### src/rtl/mm3_pkg.sv
// Shared types and constants for the MurmurHash3 x64_128 hash core.
package mm3_pkg;

  // Multiplier constants of the block scramble and the final mix, and add constants of the lane mix.
  localparam logic [63:0] MulC1  = 64'h87c37b91114253d5;
  localparam logic [63:0] MulC2  = 64'h4cf5ad432745937f;
  localparam logic [63:0] FmixM1 = 64'hff51afd7ed558ccd;
  localparam logic [63:0] FmixM2 = 64'hc4ceb9fe1a85ec53;
  localparam logic [63:0] AddH1  = 64'h0000000052dce729;
  localparam logic [63:0] AddH2  = 64'h0000000038495ab5;

  // Bytes in one full block, and the bytes carried by each 64-bit word.
  localparam logic [4:0] BlockBytes = 5'd16;
  localparam logic [4:0] WordBytes  = 5'd8;

  // A 64x64 multiply runs as three 32x32 partial products.
  localparam logic [1:0] MulLastPhase = 2'd2;

  // Operand register that feeds the multiplier and receives its result.
  typedef enum logic [1:0] {
    SRC_K1 = 2'd0,
    SRC_K2 = 2'd1,
    SRC_H1 = 2'd2,
    SRC_H2 = 2'd3
  } src_e;

  // Constant operand of the multiplier.
  typedef enum logic [1:0] {
    CST_C1 = 2'd0,
    CST_C2 = 2'd1,
    CST_M1 = 2'd2,
    CST_M2 = 2'd3
  } const_e;

  // Operation applied to the finished product before writeback.
  typedef enum logic [1:0] {
    POST_NONE  = 2'd0,
    POST_ROT31 = 2'd1,
    POST_ROT33 = 2'd2,
    POST_XSH   = 2'd3
  } post_e;

  // Lane operations outside the multiplier.
  typedef enum logic [2:0] {
    OP_NONE = 3'd0,
    OP_MIX1 = 3'd1,
    OP_MIX2 = 3'd2,
    OP_TAIL = 3'd3,
    OP_FIN1 = 3'd4,
    OP_FIN2 = 3'd5,
    OP_FIN3 = 3'd6,
    OP_DONE = 3'd7
  } op_e;

  // Commands from the controller to the datapath.
  typedef struct packed {
    logic       load;
    logic       mul_en;
    logic [1:0] mul_phase;
    src_e       mul_src;
    const_e     mul_const;
    post_e      mul_post;
    op_e        op;
  } cmd_t;

  // Status from the datapath to the controller.
  typedef struct packed {
    logic last;
    logic full;
    logic out_free;
  } status_t;

endpackage

### src/rtl/mm3_ctrl.sv
// Sequencing controller of the MurmurHash3 x64_128 hash core.
module mm3_ctrl (
  input  logic            clk_i,
  input  logic            rst_ni,
  input  logic            in_valid_i,
  output logic            in_ready_o,
  input  mm3_pkg::status_t status_i,
  output mm3_pkg::cmd_t    cmd_o
);

  typedef enum logic [15:0] {
    ST_IDLE = 16'h0001,
    ST_K1A  = 16'h0002,
    ST_K1B  = 16'h0004,
    ST_K2A  = 16'h0008,
    ST_K2B  = 16'h0010,
    ST_MIX1 = 16'h0020,
    ST_MIX2 = 16'h0040,
    ST_TAIL = 16'h0080,
    ST_FIN1 = 16'h0100,
    ST_FIN2 = 16'h0200,
    ST_FIN3 = 16'h0400,
    ST_F1A  = 16'h0800,
    ST_F1B  = 16'h1000,
    ST_F2A  = 16'h2000,
    ST_F2B  = 16'h4000,
    ST_DONE = 16'h8000
  } state_e;

  state_e     state_q, state_d;
  logic [1:0] phase_q, phase_d;
  logic       phase_end;

  assign phase_end  = (phase_q == mm3_pkg::MulLastPhase);
  assign in_ready_o = (state_q == ST_IDLE);

  // Next state and command decode.
  always_comb begin
    state_d         = state_q;
    phase_d         = phase_q;
    cmd_o           = '0;
    cmd_o.mul_phase = phase_q;
    cmd_o.mul_src   = mm3_pkg::SRC_K1;
    cmd_o.mul_const = mm3_pkg::CST_C1;
    cmd_o.mul_post  = mm3_pkg::POST_NONE;
    cmd_o.op        = mm3_pkg::OP_NONE;
    unique case (state_q)
      ST_IDLE: begin
        cmd_o.load = in_valid_i;
        phase_d    = '0;
        if (in_valid_i) begin
          state_d = ST_K1A;
        end
      end
      ST_K1A, ST_K1B, ST_K2A, ST_K2B, ST_F1A, ST_F1B, ST_F2A, ST_F2B: begin
        cmd_o.mul_en = 1'b1;
        phase_d      = phase_end ? 2'd0 : phase_q + 2'd1;
        unique case (state_q)
          ST_K1A: begin
            cmd_o.mul_src   = mm3_pkg::SRC_K1;
            cmd_o.mul_const = mm3_pkg::CST_C1;
            cmd_o.mul_post  = mm3_pkg::POST_ROT31;
            if (phase_end) state_d = ST_K1B;
          end
          ST_K1B: begin
            cmd_o.mul_src   = mm3_pkg::SRC_K1;
            cmd_o.mul_const = mm3_pkg::CST_C2;
            if (phase_end) state_d = ST_K2A;
          end
          ST_K2A: begin
            cmd_o.mul_src   = mm3_pkg::SRC_K2;
            cmd_o.mul_const = mm3_pkg::CST_C2;
            cmd_o.mul_post  = mm3_pkg::POST_ROT33;
            if (phase_end) state_d = ST_K2B;
          end
          ST_K2B: begin
            cmd_o.mul_src   = mm3_pkg::SRC_K2;
            cmd_o.mul_const = mm3_pkg::CST_C1;
            if (phase_end) state_d = status_i.full ? ST_MIX1 : ST_TAIL;
          end
          ST_F1A: begin
            cmd_o.mul_src   = mm3_pkg::SRC_H1;
            cmd_o.mul_const = mm3_pkg::CST_M1;
            cmd_o.mul_post  = mm3_pkg::POST_XSH;
            if (phase_end) state_d = ST_F1B;
          end
          ST_F1B: begin
            cmd_o.mul_src   = mm3_pkg::SRC_H1;
            cmd_o.mul_const = mm3_pkg::CST_M2;
            cmd_o.mul_post  = mm3_pkg::POST_XSH;
            if (phase_end) state_d = ST_F2A;
          end
          ST_F2A: begin
            cmd_o.mul_src   = mm3_pkg::SRC_H2;
            cmd_o.mul_const = mm3_pkg::CST_M1;
            cmd_o.mul_post  = mm3_pkg::POST_XSH;
            if (phase_end) state_d = ST_F2B;
          end
          default: begin
            cmd_o.mul_src   = mm3_pkg::SRC_H2;
            cmd_o.mul_const = mm3_pkg::CST_M2;
            cmd_o.mul_post  = mm3_pkg::POST_XSH;
            if (phase_end) state_d = ST_DONE;
          end
        endcase
      end
      ST_MIX1: begin
        cmd_o.op = mm3_pkg::OP_MIX1;
        state_d  = ST_MIX2;
      end
      ST_MIX2: begin
        cmd_o.op = mm3_pkg::OP_MIX2;
        state_d  = status_i.last ? ST_FIN1 : ST_IDLE;
      end
      ST_TAIL: begin
        cmd_o.op = mm3_pkg::OP_TAIL;
        state_d  = ST_FIN1;
      end
      ST_FIN1: begin
        cmd_o.op = mm3_pkg::OP_FIN1;
        state_d  = ST_FIN2;
      end
      ST_FIN2: begin
        cmd_o.op = mm3_pkg::OP_FIN2;
        state_d  = ST_FIN3;
      end
      ST_FIN3: begin
        cmd_o.op = mm3_pkg::OP_FIN3;
        state_d  = ST_F1A;
      end
      ST_DONE: begin
        // Wait until the output register can take the hash.
        if (status_i.out_free) begin
          cmd_o.op = mm3_pkg::OP_DONE;
          state_d  = ST_IDLE;
        end
      end
      default: begin
        state_d = ST_IDLE;
        phase_d = '0;
      end
    endcase
  end

  // State registers.
  always_ff @(posedge clk_i or negedge rst_ni) begin
    if (!rst_ni) begin
      state_q <= ST_IDLE;
      phase_q <= '0;
    end else begin
      state_q <= state_d;
      phase_q <= phase_d;
    end
  end

endmodule

### config.mk
export PLATFORM = sky130hd
export DESIGN_NAME = mm3_ctrl
export DESIGN_NICKNAME = d
export VERILOG_FILES = /design/src/rtl/mm3_pkg.sv /design/src/rtl/mm3_ctrl.sv
export SDC_FILE = /design/constraint.sdc
export NUM_CORES = 1
export LEC_CHECK = 0
export ABC_AREA = 1
export CAP_MARGIN = 40
export CORE_MARGIN = 5
export CORE_UTILIZATION = 59
export CTS_BUF_LIST = sky130_fd_sc_hd__clkbuf_4 sky130_fd_sc_hd__clkbuf_8
export DETAILED_ROUTE_END_ITERATION = 12
export DONT_BUFFER_PORTS = 1
export HOLD_SLACK_MARGIN = 0.12
export PLACE_DENSITY = 0.78
export SYNTH_ARGS = -nofsm -noshare
export SYNTH_HDL_FRONTEND = slang
export SYNTH_SLANG_ARGS = --single-unit
### constraint.sdc
create_clock -name clk_i -period 1.6 [get_ports clk_i]
set_input_delay 0.24 -clock clk_i [delete_from_list [all_inputs] [get_ports clk_i]]
set_output_delay 0.24 -clock clk_i [all_outputs]
set_load 0.05 [all_outputs]
==> results of run 1 <==
-- per-stage QoR --
step / TNS [ns] / utilization [%]
3_5_place_dp: -3.56 / 82.9
2_1_floorplan: -2.06 / -
3_3_place_gp: -2.07 / 82.9
-- cells in the mapped netlist, drive strengths merged --
cell    instances  area (sq um)
o21ai          12          86.3
nor3b           2          15.0
nor3            5          30.0
inv            27           101
nand3          14          82.6
buf             2          22.5
nand2          58           268
nor4            1          6.26
nor2           39           219
or2             1          6.26
and3            2          12.5
o21bai          1          7.51
dfstp           1          26.3
nand4           2          12.5
dfrtp          17           425
-- cells by family after synthesis --
| logic type | after synthesis | synth area share [%] |
|---|---|---|
| buf+inv | 29 | 9.37 |
| simple gates | 124 | 49.3 |
| compound gates | 13 | 7.10 |
| flops | 18 | 34.2 |
==> impl_metrics.json, run 1 <==
{
  "placement.io_buffers": 0,
  "synth.cell_area_sq_um": 1320,
  "chipWidth_um": 57.3,
  "ys_types": 26,
  "run_status": "aborted with a tool error",
  "dpl_ws_ns": -0.210,
  "postCtsSetupBuffers": 10,
  "cts_buf_count": 3,
  "cts-htree-levels": 1,
  "syn-num-nets": 190,
  "postSynthAreaPerCell_sq_um": 7.18,
  "ctsHoldBuffers": 3,
  "post_synth_inst_count": 184,
  "ys_warnings": 0,
  "chipHeight_um": 57.3,
  "toolErrorMsg": "[ERROR DPL-0038] Utilization greater than 100%, impossible to legalize",
  "synth_sequential_area_ratio_pct": 34.2,
  "postPlaceCellArea_sq_um": 1800,
  "floorplan.rows": 17,
  "place.gp.congestion": 0.911,
  "synth_seq_cells": 18,
  "place.detailed.hpwl_um": 2830,
  "cts_resizes": 64,
  "cts.path.max_buffers": 2,
  "stop_stage": "clock tree synthesis",
  "cts_sinks": 18,
  "placed_cells": 256,
  "cts_root_buf": "sky130_fd_sc_hd__clkbuf_4",
  "design.portCount": 20,
  "effective_utilization_at_floorplan_pct": 60.9
}
==> run 2, diff against run 1 <==
- CORE_AREA: unset -> 5 5 66 68
- CORE_MARGIN: 5 -> unset
- CORE_UTILIZATION: 59 -> unset
- CTS_BUF_LIST: sky130_fd_sc_hd__clkbuf_4 sky130_fd_sc_hd__clkbuf_8 -> unset
- DIE_AREA: unset -> 0 0 71 73
- HOLD_SLACK_MARGIN: 0.12 -> unset
- PLACE_DENSITY: 0.78 -> unset
- PLACE_DENSITY_LB_ADDON: unset -> 0.15
- clock period: 1.6 -> 2.1 ns (I/O delays scaled with it)
==> impl_metrics.json, run 2 <==
{
  "run_status": "finished, final reports clean",
  "grt_pass1_vias": 1260,
  "insertedDiodeCount": 0,
  "post_drt_wl_per_cell_um": 12.3,
  "route.vias.total": 1303,
  "final_min_period_over_clock_period_pct": 98.5,
  "fraction_of_synthesized_area_in_multiplexers_pct": 0,
  "data_required_time_at_the_worst_endpoint_ns": 1.78,
  "grt_antenna_before_repair": 0,
  "power.density_cell_area_nw_per_um2": 1140,
  "grt_usage_pct": 13.3,
  "largest_registers": "state_q: 16 flops, phase_q: 2 flops",
  "fin_setup_tns_ns": 0,
  "postSynth.asyncResetShare_pct": 100,
  "grt_setup_unrepaired": "yes",
  "tritoncts_clock_tree": "built",
  "cts_root_buf": "sky130_fd_sc_hd__clkbuf_8",
  "largest_reg_flops": 16,
  "overflow": 0,
  "worst_clock_skew_ns": 0.00345,
  "critPathSlowestCell": "sky130_fd_sc_hd__dfrtp_1",
  "design.portCount": 20,
  "cp_top_family": "simple AND/OR/NAND/NOR gates",
  "netlist.area_leader.share_pct": 32.2,
  "slew_headroom_pct": 67.6,
  "effective_utilization_at_floorplan_pct": 34.8,
  "leakage_power_nw": 1.06,
  "cp.arrival_ns": 1.75,
  "ys_warnings": 0,
  "drv_slew": 0,
  "synth.most_common_cell": "sky130_fd_sc_hd__nand2_1",
  "place.gp.congestion": 0.743,
  "design.core.area_sq_um": 3800,
  "ant_nets": 0,
  "post_synth_most_frequent_cells": "sky130_fd_sc_hd__nand2_1, sky130_fd_sc_hd__nor2_1, sky130_fd_sc_hd__inv_1, sky130_fd_sc_hd__dfrtp_1, sky130_fd_sc_hd__nand3_1",
  "synth-adder-area-share_pct": 0,
  "max_flop_register": "state_q",
  "layout_commonest_cell": "sky130_fd_sc_hd__buf_4",
  "chipHeight_um": 73,
  "synth.top_cells.by_area": "sky130_fd_sc_hd__dfrtp_1, sky130_fd_sc_hd__nand2_1, sky130_fd_sc_hd__nor2_1",
  "die_area_sq_um": 5180,
  "remaining_routing_drc_violations": 0,
  "worstSetupPathType": "reg2out",
  "syn2layout_area_growth_pct": 48.3,
  "finalSetupViolCount": 0,
  "synth_edf_count": 0,
  "cts.path.max_buffers": 2,
  "cts_sinks": 18,
  "nets": 236,
  "grt_pass1_wl_um": 5590,
  "worst_pin_slew_ns": 0.485,
  "detail_route.first_pass.iterations": 4,
  "grt_start_max_net_pins": 19,
  "insertion_delay_ns": 0.26,
  "critPathBufInv": 3,
  "place.detailed.hpwl_um": 2360,
  "finish.utilization_pct": 51.6,
  "postSynthAreaPerCell_sq_um": 7.18,
  "synth.cell_area_sq_um": 1320,
  "cts-htree-levels": 1,
  "post_synth_inst_count": 184,
  "synth_simple_gate_area_share_pct": 49.3,
  "synth-main-ff-cell": "sky130_fd_sc_hd__dfrtp_1",
  "synth_seq_cells": 18,
  "synth_sequential_area_ratio_pct": 34.2,
  "path_cells": "nor2_4 > nand2_4 > nor2_8 > nand2_4 > nor2_4 > inv_2 > nand2_2 > inv_2 > nand2_2 > buf_12",
  "setup.worst_path.start_class": "flip-flop",
  "fraction_of_the_mapped_netlist_area_in_compound_gates_pct": 7.10,
  "placement.io_buffers": 0,
  "cts_buf_count": 3,
  "detail_route.iter0.violations": 57,
  "cpPeakStageDelay_ns": 0.43,
  "hold_viol": 0,
  "end_kind": "output port",
  "worst_ir_drop_vdd_mv": 1.12,
  "holdCritPathClass": "in2reg",
  "achievable-frequency_mhz": 483,
  "netlist.top_cell.by_area": "sky130_fd_sc_hd__dfrtp_1",
  "timing.final.crit_period_ns": 2.07,
  "detail_route.wirelength_um": 3430,
  "ys_types": 26,
  "chipWidth_um": 71,
  "cts.reportedPaths.clkPinSlew_ns": 0.07,
  "syn-num-nets": 190,
  "timing.critical_path.fanout_max": 7,
  "synth_top_family_by_area": "simple AND/OR/NAND/NOR gates",
  "drive_gt1_share_pct": 47.2,
  "mostFrequentLayoutCells": "sky130_fd_sc_hd__buf_4, sky130_fd_sc_hd__nand2_1, sky130_fd_sc_hd__inv_1, sky130_fd_sc_hd__nor2_1, sky130_fd_sc_hd__dfrtp_1",
  "floorplan.rows": 23,
  "post_synth_xor_area_fraction_pct": 0,
  "cap_viol_max_count": 0,
  "vias_per_cell": 4.67
}
## run 2: power by group
group          total (mW)  switching (mW)  internal [mW]
combinational        1.49           0.983          0.509
clock               0.295           0.128          0.167
sequential          0.448          0.0469          0.401
## run 2: cells by family (layout without fill, tap and decap cells)
kind of cell,count (synthesis),count (layout)
compound gates,13,13
buf+inv,29,74
flops,18,18
simple gates,124,124
## run 2: final timing paths
check / cells after the start / to / from / slack, ns
max: 10 / cmd_o[1] / state_q[4] / 0.03
min: 1 / state_q[7] / status_i[1] / 0.11
max reg2reg: 12 / state_q[4] / state_q[0] / 0.16
min reg2reg: 2 / state_q[3] / state_q[3] / 0.57
max in group asynchronous: 2 / state_q[0] / rst_ni / 1.13
min in group asynchronous: 1 / state_q[11] / rst_ni / 0.45
## run 2: worst reg2reg max path: stages (launching register included)
cell                      delay [ns]
sky130_fd_sc_hd__dfstp_2        0.57
sky130_fd_sc_hd__nor2_4         0.06
sky130_fd_sc_hd__nand2_4        0.11
sky130_fd_sc_hd__nor2_8         0.08
sky130_fd_sc_hd__nand2_4        0.09
sky130_fd_sc_hd__nand2_4        0.05
sky130_fd_sc_hd__nor2_4         0.14
sky130_fd_sc_hd__nand2_4        0.07
sky130_fd_sc_hd__buf_4          0.16
sky130_fd_sc_hd__nand2_4        0.07
sky130_fd_sc_hd__nand3_4        0.22
sky130_fd_sc_hd__nand2_1        0.16
sky130_fd_sc_hd__o21ai_2        0.06
## run 2: through the flow
stage / instances / hold slack [ns] / setup WS [ns] / area, sq um / power [mW]
after floorplan: 184 / 0.0194 / 0.108 / 1320 / 1.42
after global placement: 244 / 0.0199 / 0.162 / 1490 / 1.64
after detailed placement: 244 / 0.0199 / 0.155 / 1490 / 1.66
after CTS: 259 / 0.111 / -0.00218 / 1690 / 2.06
after global routing: 279 / 0.0997 / -0.0711 / 1960 / 2.39
final: 279 / 0.112 / 0.0305 / 1960 / 2.23
## run 2: area by class of cell
class,count,area [sq um]
clock buffer,4,55.1
fill,398,1840
inverter,27,105
multi-input combinational,137,883
sequential,18,452
tap,50,62.6
timing repair buffer,43,402
## run 2: what timing repair did
item,in CTS,in global routing
hold endpoints to repair,18,0
hold buffers,1,0
pin swaps,6,13
gates resized for setup,16,32
cloned,0,0
endpoints found under the setup margin,4,7
setup buffers,10,19
## run 2: metal layers
| layer | vias to the layer above | share of wire (%) | track usage [%] |
|---|---|---|---|
| li1 | 661 | - | - |
| met1 | 620 | 40 | 15.5 |
| met2 | 16 | 54 | 24.3 |
| met3 | 6 | 3.8 | 3.31 |
| met4 | 0 | 2.1 | 3.76 |
| met5 | - | 0 | 0 |
(Power assumes the default switching activity.)
